===== config.mk =====
export PLATFORM = sky130hd
export DESIGN_NAME = battery_charge_reading_qualifier
export DESIGN_NICKNAME = d
export VERILOG_FILES = /design/src/bcrq_pkg.sv /design/src/battery_charge_reading_qualifier.sv
export VERILOG_INCLUDE_DIRS = /design/src /design/src/src
export SDC_FILE = /design/constraint.sdc
export NUM_CORES = 1
export LEC_CHECK = 0
export ABC_AREA = 1
export BUFFER_PORTS_ARGS = -buffer_cell sky130_fd_sc_hd__buf_2
export CELL_PAD_IN_SITES_DETAIL_PLACEMENT = 0
export CELL_PAD_IN_SITES_GLOBAL_PLACEMENT = 1
export CORE_ASPECT_RATIO = 2
export CORE_MARGIN = 4
export CORE_UTILIZATION = 43
export CTS_CLUSTER_SIZE = 14
export DETAILED_ROUTE_END_ITERATION = 16
export PLACE_DENSITY = 0.78
export SYNTH_ARGS = -nofsm -noshare
export SYNTH_HDL_FRONTEND = slang
export SYNTH_SLANG_ARGS = --single-unit

===== constraint.sdc =====
create_clock -name i_clk -period 3.9 [get_ports i_clk]
set_input_delay 0 -clock i_clk [delete_from_list [all_inputs] [get_ports i_clk]]
set_output_delay 0 -clock i_clk [all_outputs]
set_load 0.005 [all_outputs]

===== src/battery_charge_reading_qualifier_defines.svh =====
`ifndef BATTERY_CHARGE_READING_QUALIFIER_DEFINES_SVH
`define BATTERY_CHARGE_READING_QUALIFIER_DEFINES_SVH

// Same-cycle implication, checked only out of reset.
`define BCRQ_ASSERT_NOW(lbl, clk, rst_n, ante, cons, msg) \
    lbl: assert property (@(posedge clk) disable iff (!(rst_n)) (ante) |-> (cons)) \
        else $error(msg);

// Next-cycle implication, checked only out of reset.
`define BCRQ_ASSERT_NEXT(lbl, clk, rst_n, ante, cons, msg) \
    lbl: assert property (@(posedge clk) disable iff (!(rst_n)) (ante) |=> (cons)) \
        else $error(msg);

`endif


===== src/bcrq_pkg.sv =====
`timescale 1ns / 1ps

package bcrq_pkg;

    localparam int RUN_COUNT_WIDTH_DEF = 8;

    localparam int CFG_INDEX_W = 2;
    localparam int CFG_DATA_W  = 16;
    localparam int RUN_LEN_W   = 8;
    localparam int MV_W        = 16;
    localparam int WORD_W      = 16;
    localparam int PCT_W       = 8;
    localparam int MODE_W      = 2;

    localparam int S_TDATA_W = 40;   // read_good, charge_word, cell_millivolts, pad
    localparam int M_TDATA_W = 16;   // gauge_mode, shown_percent, changed, pad

    // Configuration register indexes
    localparam logic [CFG_INDEX_W-1:0] CFG_READY_RUN = 2'd0;
    localparam logic [CFG_INDEX_W-1:0] CFG_LOST_RUN  = 2'd1;
    localparam logic [CFG_INDEX_W-1:0] CFG_ZERO_MV   = 2'd2;

    localparam logic [RUN_LEN_W-1:0] READY_RUN_RST = 8'd3;
    localparam logic [RUN_LEN_W-1:0] LOST_RUN_RST  = 8'd3;
    localparam logic [MV_W-1:0]      ZERO_MV_RST   = 16'd3900;

    localparam logic [PCT_W-1:0]  PCT_MAX    = 8'd100;
    localparam logic [PCT_W-1:0]  PCT_NONE   = 8'hFF;
    localparam logic [WORD_W-1:0] WORD_EMPTY = 16'h0000;

    // Command on the input tuser
    localparam logic CMD_READING  = 1'b0;
    localparam logic CMD_FALLBACK = 1'b1;

    // Mode codes as seen on the output
    localparam logic [MODE_W-1:0] GM_WAIT     = 2'd0;
    localparam logic [MODE_W-1:0] GM_READY    = 2'd1;
    localparam logic [MODE_W-1:0] GM_FALLBACK = 2'd2;

    typedef enum logic [2:0] {
        ST_WAIT     = 3'b001,
        ST_READY    = 3'b010,
        ST_FALLBACK = 3'b100
    } t_mode;

    function automatic logic [MODE_W-1:0] mode_code(input t_mode m);
        logic [MODE_W-1:0] c;
        unique case (m)
            ST_READY:    c = GM_READY;
            ST_FALLBACK: c = GM_FALLBACK;
            default:     c = GM_WAIT;
        endcase
        return c;
    endfunction

endpackage


===== src/battery_charge_reading_qualifier.sv =====
`timescale 1ns / 1ps

// Channel   Dir  Handshake               Payload
// s_axis    in   s_axis_tvalid/tready    tuser: cmd; tdata: reading fields
// m_axis    out  m_axis_tvalid/tready    tdata: mode, shown percent, changed
// cfg       in   i_cfg_valid/o_cfg_ready i_cfg_index, i_cfg_data
//
// One item per cycle sustained while m_axis_tready is high; m_axis_tvalid rises once an accepted
// item has passed the input register, then qualification and state update into the result register.
// The run counters and mode register are updated when an item moves from the
// input register to the result register.
// Reset is synchronous, active low; config returns to 3 / 3 / 3900 mV.
// A stalled m_axis holds both stages; s_axis_tready drops only when both are full.

`include "battery_charge_reading_qualifier_defines.svh"

module battery_charge_reading_qualifier
    import bcrq_pkg::*;
#(
    parameter int RUN_COUNT_WIDTH = RUN_COUNT_WIDTH_DEF
) (
    input  logic                   i_clk,
    input  logic                   i_rst_n,

    input  logic                   s_axis_tvalid,
    output logic                   s_axis_tready,
    input  logic [S_TDATA_W-1:0]   s_axis_tdata,   // [0] read_good, [16:1] charge_word,
                                                   // [32:17] cell_millivolts, [39:33] zero
    input  logic [0:0]             s_axis_tuser,   // [0] cmd

    output logic                   m_axis_tvalid,
    input  logic                   m_axis_tready,
    output logic [M_TDATA_W-1:0]   m_axis_tdata,   // [1:0] gauge_mode, [9:2] shown_percent,
                                                   // [10] changed, [15:11] zero

    input  logic                   i_cfg_valid,
    output logic                   o_cfg_ready,
    input  logic [CFG_INDEX_W-1:0] i_cfg_index,
    input  logic [CFG_DATA_W-1:0]  i_cfg_data
);

    localparam int RW = RUN_COUNT_WIDTH;
    localparam int CW = (RW > RUN_LEN_W) ? RW : RUN_LEN_W;
    localparam logic [RW-1:0] RUN_MAX = {RW{1'b1}};

    // Configuration
    logic [RUN_LEN_W-1:0] r_ready_run_len;
    logic [RUN_LEN_W-1:0] r_lost_run_len;
    logic [MV_W-1:0]      r_zero_mv;

    assign o_cfg_ready = 1'b1;

    always_ff @(posedge i_clk) begin
        if (!i_rst_n) begin
            r_ready_run_len <= READY_RUN_RST;
            r_lost_run_len  <= LOST_RUN_RST;
            r_zero_mv       <= ZERO_MV_RST;
        end else if (i_cfg_valid && o_cfg_ready) begin
            unique case (i_cfg_index)
                CFG_READY_RUN: r_ready_run_len <= i_cfg_data[RUN_LEN_W-1:0];
                CFG_LOST_RUN:  r_lost_run_len  <= i_cfg_data[RUN_LEN_W-1:0];
                CFG_ZERO_MV:   r_zero_mv       <= i_cfg_data[MV_W-1:0];
                default: ;
            endcase
        end
    end

    // Pipeline control
    logic r_in_valid;
    logic r_out_valid;
    logic advance;
    logic in_accept;

    assign advance       = !r_out_valid || m_axis_tready;
    assign s_axis_tready = !r_in_valid || advance;
    assign in_accept     = s_axis_tvalid && s_axis_tready;
    assign m_axis_tvalid = r_out_valid;

    // Input register
    logic              r_in_cmd;
    logic              r_in_good;
    logic [WORD_W-1:0] r_in_word;
    logic [MV_W-1:0]   r_in_mv;

    always_ff @(posedge i_clk) begin
        if (!i_rst_n) begin
            r_in_valid <= 1'b0;
        end else if (s_axis_tready) begin
            r_in_valid <= s_axis_tvalid;
        end
    end

    always_ff @(posedge i_clk) begin
        if (in_accept) begin
            r_in_cmd  <= s_axis_tuser[0];
            r_in_good <= s_axis_tdata[0];
            r_in_word <= s_axis_tdata[WORD_W:1];
            r_in_mv   <= s_axis_tdata[WORD_W+MV_W:WORD_W+1];
        end
    end

    // Qualification state
    t_mode             r_mode, n_mode;
    logic [RW-1:0]     r_good_run, n_good_run;
    logic [RW-1:0]     r_bad_run, n_bad_run;
    logic [PCT_W-1:0]  r_pct, n_pct;

    logic [PCT_W-1:0]  in_pct;
    logic              reading_ok;
    logic [RW-1:0]     good_inc;
    logic [RW-1:0]     bad_inc;
    logic              step;

    assign step   = r_in_valid && advance;
    assign in_pct = r_in_word[WORD_W-1:WORD_W-PCT_W];
    assign reading_ok = r_in_good && (in_pct <= PCT_MAX)
                        && !((r_in_word == WORD_EMPTY) && (r_in_mv >= r_zero_mv));

    // Saturating run counters: stop at the run length or at all ones
    assign good_inc = ((CW'(r_good_run) < CW'(r_ready_run_len)) && (r_good_run != RUN_MAX))
                      ? r_good_run + RW'(1) : r_good_run;
    assign bad_inc  = ((CW'(r_bad_run) < CW'(r_lost_run_len)) && (r_bad_run != RUN_MAX))
                      ? r_bad_run + RW'(1) : r_bad_run;

    always_comb begin
        n_mode     = r_mode;
        n_good_run = r_good_run;
        n_bad_run  = r_bad_run;
        n_pct      = r_pct;
        if (r_in_cmd == CMD_FALLBACK) begin
            if (r_mode != ST_READY) begin
                n_mode     = ST_FALLBACK;
                n_good_run = '0;
                n_bad_run  = '0;
            end
        end else if (r_mode == ST_READY) begin
            if (reading_ok) begin
                n_bad_run = '0;
                n_pct     = in_pct;
            end else if (CW'(bad_inc) >= CW'(r_lost_run_len)) begin
                n_mode     = ST_FALLBACK;
                n_pct      = PCT_NONE;
                n_good_run = '0;
                n_bad_run  = '0;
            end else begin
                n_bad_run = bad_inc;
            end
        end else begin
            if (!reading_ok) begin
                n_good_run = '0;
            end else if (CW'(good_inc) >= CW'(r_ready_run_len)) begin
                n_mode     = ST_READY;
                n_pct      = in_pct;
                n_good_run = '0;
                n_bad_run  = '0;
            end else begin
                n_good_run = good_inc;
            end
        end
    end

    always_ff @(posedge i_clk) begin
        if (!i_rst_n) begin
            r_mode     <= ST_WAIT;
            r_good_run <= '0;
            r_bad_run  <= '0;
            r_pct      <= PCT_NONE;
        end else if (step) begin
            r_mode     <= n_mode;
            r_good_run <= n_good_run;
            r_bad_run  <= n_bad_run;
            r_pct      <= n_pct;
        end
    end

    // Result register
    logic [MODE_W-1:0] r_out_mode;
    logic [PCT_W-1:0]  r_out_pct;
    logic              r_out_changed;

    always_ff @(posedge i_clk) begin
        if (!i_rst_n) begin
            r_out_valid <= 1'b0;
        end else if (advance) begin
            r_out_valid <= r_in_valid;
        end
    end

    always_ff @(posedge i_clk) begin
        if (step) begin
            r_out_mode    <= mode_code(n_mode);
            r_out_pct     <= (n_mode == ST_READY) ? n_pct : PCT_NONE;
            r_out_changed <= (n_mode != r_mode) || (n_pct != r_pct);
        end
    end

    assign m_axis_tdata = {5'b0, r_out_changed, r_out_pct, r_out_mode};

    `BCRQ_ASSERT_NOW(a_shown_only_ready, i_clk, i_rst_n,
        r_out_valid && (r_out_mode != GM_READY), r_out_pct == PCT_NONE,
        "percent shown outside ready")
    `BCRQ_ASSERT_NOW(a_ready_pct_range, i_clk, i_rst_n,
        r_mode == ST_READY, (r_pct <= PCT_MAX) && (r_good_run == '0),
        "ready state with bad percent or nonzero good run")
    `BCRQ_ASSERT_NEXT(a_in_held_on_stall, i_clk, i_rst_n,
        r_in_valid && !advance, r_in_valid && $stable(r_in_word) && $stable(r_mode),
        "input stage lost or state moved while stalled")

endmodule

==> results.tsv <==
stage	metric	value	unit
cells_and_area	antenna cell count	0	
critical_path	crit path DAT	3.78	ns
status	status	finished, final reports clean	
placed_design	Final Wtd Congestion	0.836	
synth	synth warn	0	
sta	Final min period	3.68	ns
pwr	Power, Total	2500	uW
placed_design	IO buf count	69	
cells_and_area	fraction of layout cells with a size suffix above 1	22.3	%
cells_and_area	FF+latch area	2570	um2
cells_and_area	Post-Route Utilization	57.4	%
floorplanning	DIE WIDTH	90.8	um
synth	asr flop ratio synth	0	%
drt	WL final	15.0	mm
critical_path	critical path class	reg2reg	
cells_and_area	synth-to-layout area growth	30.8	%
critical_path	reg-to-reg startpoint	r_ready_run_len[1]	
cells_and_area	area of the multi-input gates	2990	um2
cells_and_area	Filler Cell Count	1199	
critical_path	most used cell, CP	nand2_2	
drt	Vias/cell	5.08	
floorplanning	IO Pins	83	
drt	Final ANT Viol Nets	0	
pwr	pwr/cell area	323	nW/um2
critical_path	Top delay family on crit path	simple AND/OR/NAND/NOR gates	
floorplanning	Starting Density	43.9	%
drt	via count	5321	
clock_network	CTS tree	done	
drt	Pre-Repair DR Iteration Count	4	
critical_path	crit path launch type	register	
sta	Rel. slew slack	54.5	%
sta	Sum Neg Setup Slack	0	ns
sta	RSZ-0062 raised after global routing	yes	
sta	final hold violations	0	
clock_network	Clk Latency, worst-skew pair	0.35	ns
synth	synth unique cells	39	
sta	final setup fails	0	
sta	fin crit share	94.5	%
pwr	P_leak	0.00357	uW
critical_path	worst path buffer plus inverter count	6	
floorplanning	Die Ht	174	um
grt	initial antenna violation count	0	
synth	Post-Syn Instances	728	
synth	dominant cells by area after synthesis	edfxtp_1 (23%), dfxtp_1 (21%), nand2_1 (11%), ha_1 (10%), inv_1 (6.6%)	
placed_design	HPWL after detailed placement	11.0	mm
sta	Tightest Pin Transition	0.682	ns
floorplanning	Placement Rows	60	
synth	sequential fraction of the synthesis area	43.6	%
grt	Congestion Overflow GR	0	
worst_hold_path	hold path startpoint	i_cfg_data[7]	
synth	Seq cells post-synth	106	
grt	first-pass GRT wire length	23.5	mm
synth	post-synth top area cell	edfxtp_1	
pwr	worst vdd ir	353	uV
clock_network	CTS sink cnt	106	
sta	maximum clock frequency	271	MHz
clock_network	CTS Buf Count	9	
grt	largest net degree at the start of global routing	35	
synth	most instantiated cells after synthesis	nand2_1 (166), inv_1 (103), dfxtp_1 (61)	
critical_path	Crit. End Element	register	
grt	Overall Global Routing Usage	18.4	%
critical_path	CP Data Required Time	4.00	ns
critical_path	slowest CP cell	dfxtp_2	
synth	Mean Syn Cell Area	8.11	um2
drt	number of remaining DRC errors	0	
flow_run	max-cap viol count	0	
clock_network	clock-pin slew of the registers on the worst-case setup and hold paths	0.08	ns
synth	Synth Cell Area	5900	um2
sta	worst clock skew	0.0102	ns
synth	most frequent cell after synthesis	nand2_1	
critical_path	CP startpoint	r_ready_run_len[1]	
drt	routed len/inst	14.3	um
critical_path	Crit path largest cell delay	0.33	ns
clock_network	Clock Tree Buf Depth	2	
clock_network	CTS root buf	clkbuf_16	
sta	Pins Over Slew Limit	0	
worst_hold_path	HP Class	in2reg	
grt	via count of the first global-routing pass	5203	
floorplanning	Die Area	15800	um2
critical_path	crit path max fanout	5	
cells_and_area	biggest regs	r_in_mv x16, r_in_word x16, r_zero_mv x16	
cells_and_area	nets@finish	1000	
synth	Main synth FF type	dfxtp_1	
floorplanning	area of the core	13400	um2
synth	post-synth top area share	22.9	%
drt	1st-iter DRT viols	167	
clock_network	H-tree lvl count	3	
synth	Post-synth EDFFs	45	
==> layer usage <==
| metal | vias up | track usage, % | routed length, um |
|---|---|---|---|
| met4 | 0 | 8.50 | 442 |
| met2 | 130 | 37.7 | 8850 |
| met1 | 2433 | 17.4 | 5210 |
| met3 | 32 | 2.48 | 500 |
| li1 | 2726 | - | - |
| met5 | - | 0 | 0 |
==> cell type report <==
cell class | instances | area share, %
Timing Repair Buffer | 167 | 16.1
Clock inverter | 6 | 0.746
Sequential cell | 106 | 33.4
Tap cell | 155 | 2.51
Clock buffer | 10 | 2.97
Inverter | 113 | 5.50
Multi-Input combinational cell | 491 | 38.8
==> worst reg2reg max path: cells and delay by family, from the launching register on <==
| kind | cells | cell delay, ns |
|---|---|---|
| AOI/OAI and AO/OA | 3 | 0.45 |
| adders and majority gates | 2 | 0.53 |
| buffers and inverters | 6 | 0.45 |
| DFF | 1 | 0.33 |
| muxes | 1 | 0.31 |
| and+or+nand+nor | 18 | 1.39 |
==> path summary, 6_finish.rpt <==
| path | to | slack [ns] | depth (start not counted) |
|---|---|---|---|
| worst min register to register | r_zero_mv[1] | 0.47 | 2 |
| worst min-delay path | r_ready_run_len[7] | 0.002 | 3 |
| worst max-delay path | r_out_changed | 0.22 | 30 |
| worst max register to register | r_out_changed | 0.22 | 30 |
==> metrics by stage <==
step | std cells | area, um2 | setup WS (ns) | hold slack [ns]
after global placement | 971 | 6630 | 0.134 | 0.177
final | 1048 | 7720 | 0.215 | 0.00206
after detailed placement | 971 | 6630 | 0.0753 | 0.178
after CTS | 1041 | 7450 | 0.0167 | 0.00430
after global routing | 1048 | 7720 | -0.153 | 0.0343
after floorplan | 732 | 5920 | 0.524 | 0.0989
==> kinds of logic after synthesis <==
logic type               after synthesis  share of synthesized area, %
adder cells (fa/ha/maj)               48                          10.2
buffers and inverters                136                          9.33
multiplexers                           2                         0.382
other                                  2                         0.127
AND/OR/NAND/NOR                      294                          22.2
flip-flops                           106                          43.6
XOR/XNOR                              11                          1.63
AO/OA/AOI/OAI                        129                          12.5
==> report_power, final <==
part / leakage, uW / internal, uW / switching, uW
logic: 0.00252 / 164 / 203
registers: 0.000907 / 1210 / 27.7
clock network: 0.000141 / 450 / 443
==> placed cells by master (no fill, tap or decap), types with 17 or more instances in the layout <==
master,instances
edfxtp_1,45
inv_1,97
nand3_1,32
ha_1,43
buf_2,69
nand2_1,154
a21oi_1,59
dlygate4sd3_1,54
dfxtp_1,59
buf_4,39
nor2_1,38
nand4_1,17
nand2_2,18
o21ai_0,34
==> what timing repair did <==
| action | CTS | global route |
|---|---|---|
| gates resized for setup | 0 | 52 |
| buffers inserted | 0 | 6 |
| hold buffers | 54 | 0 |
| endpoints found under the setup margin | 0 | 29 |
| endpoints found under the hold margin | 61 | 0 |
Note: power is estimated with default switching activity, not from simulation.
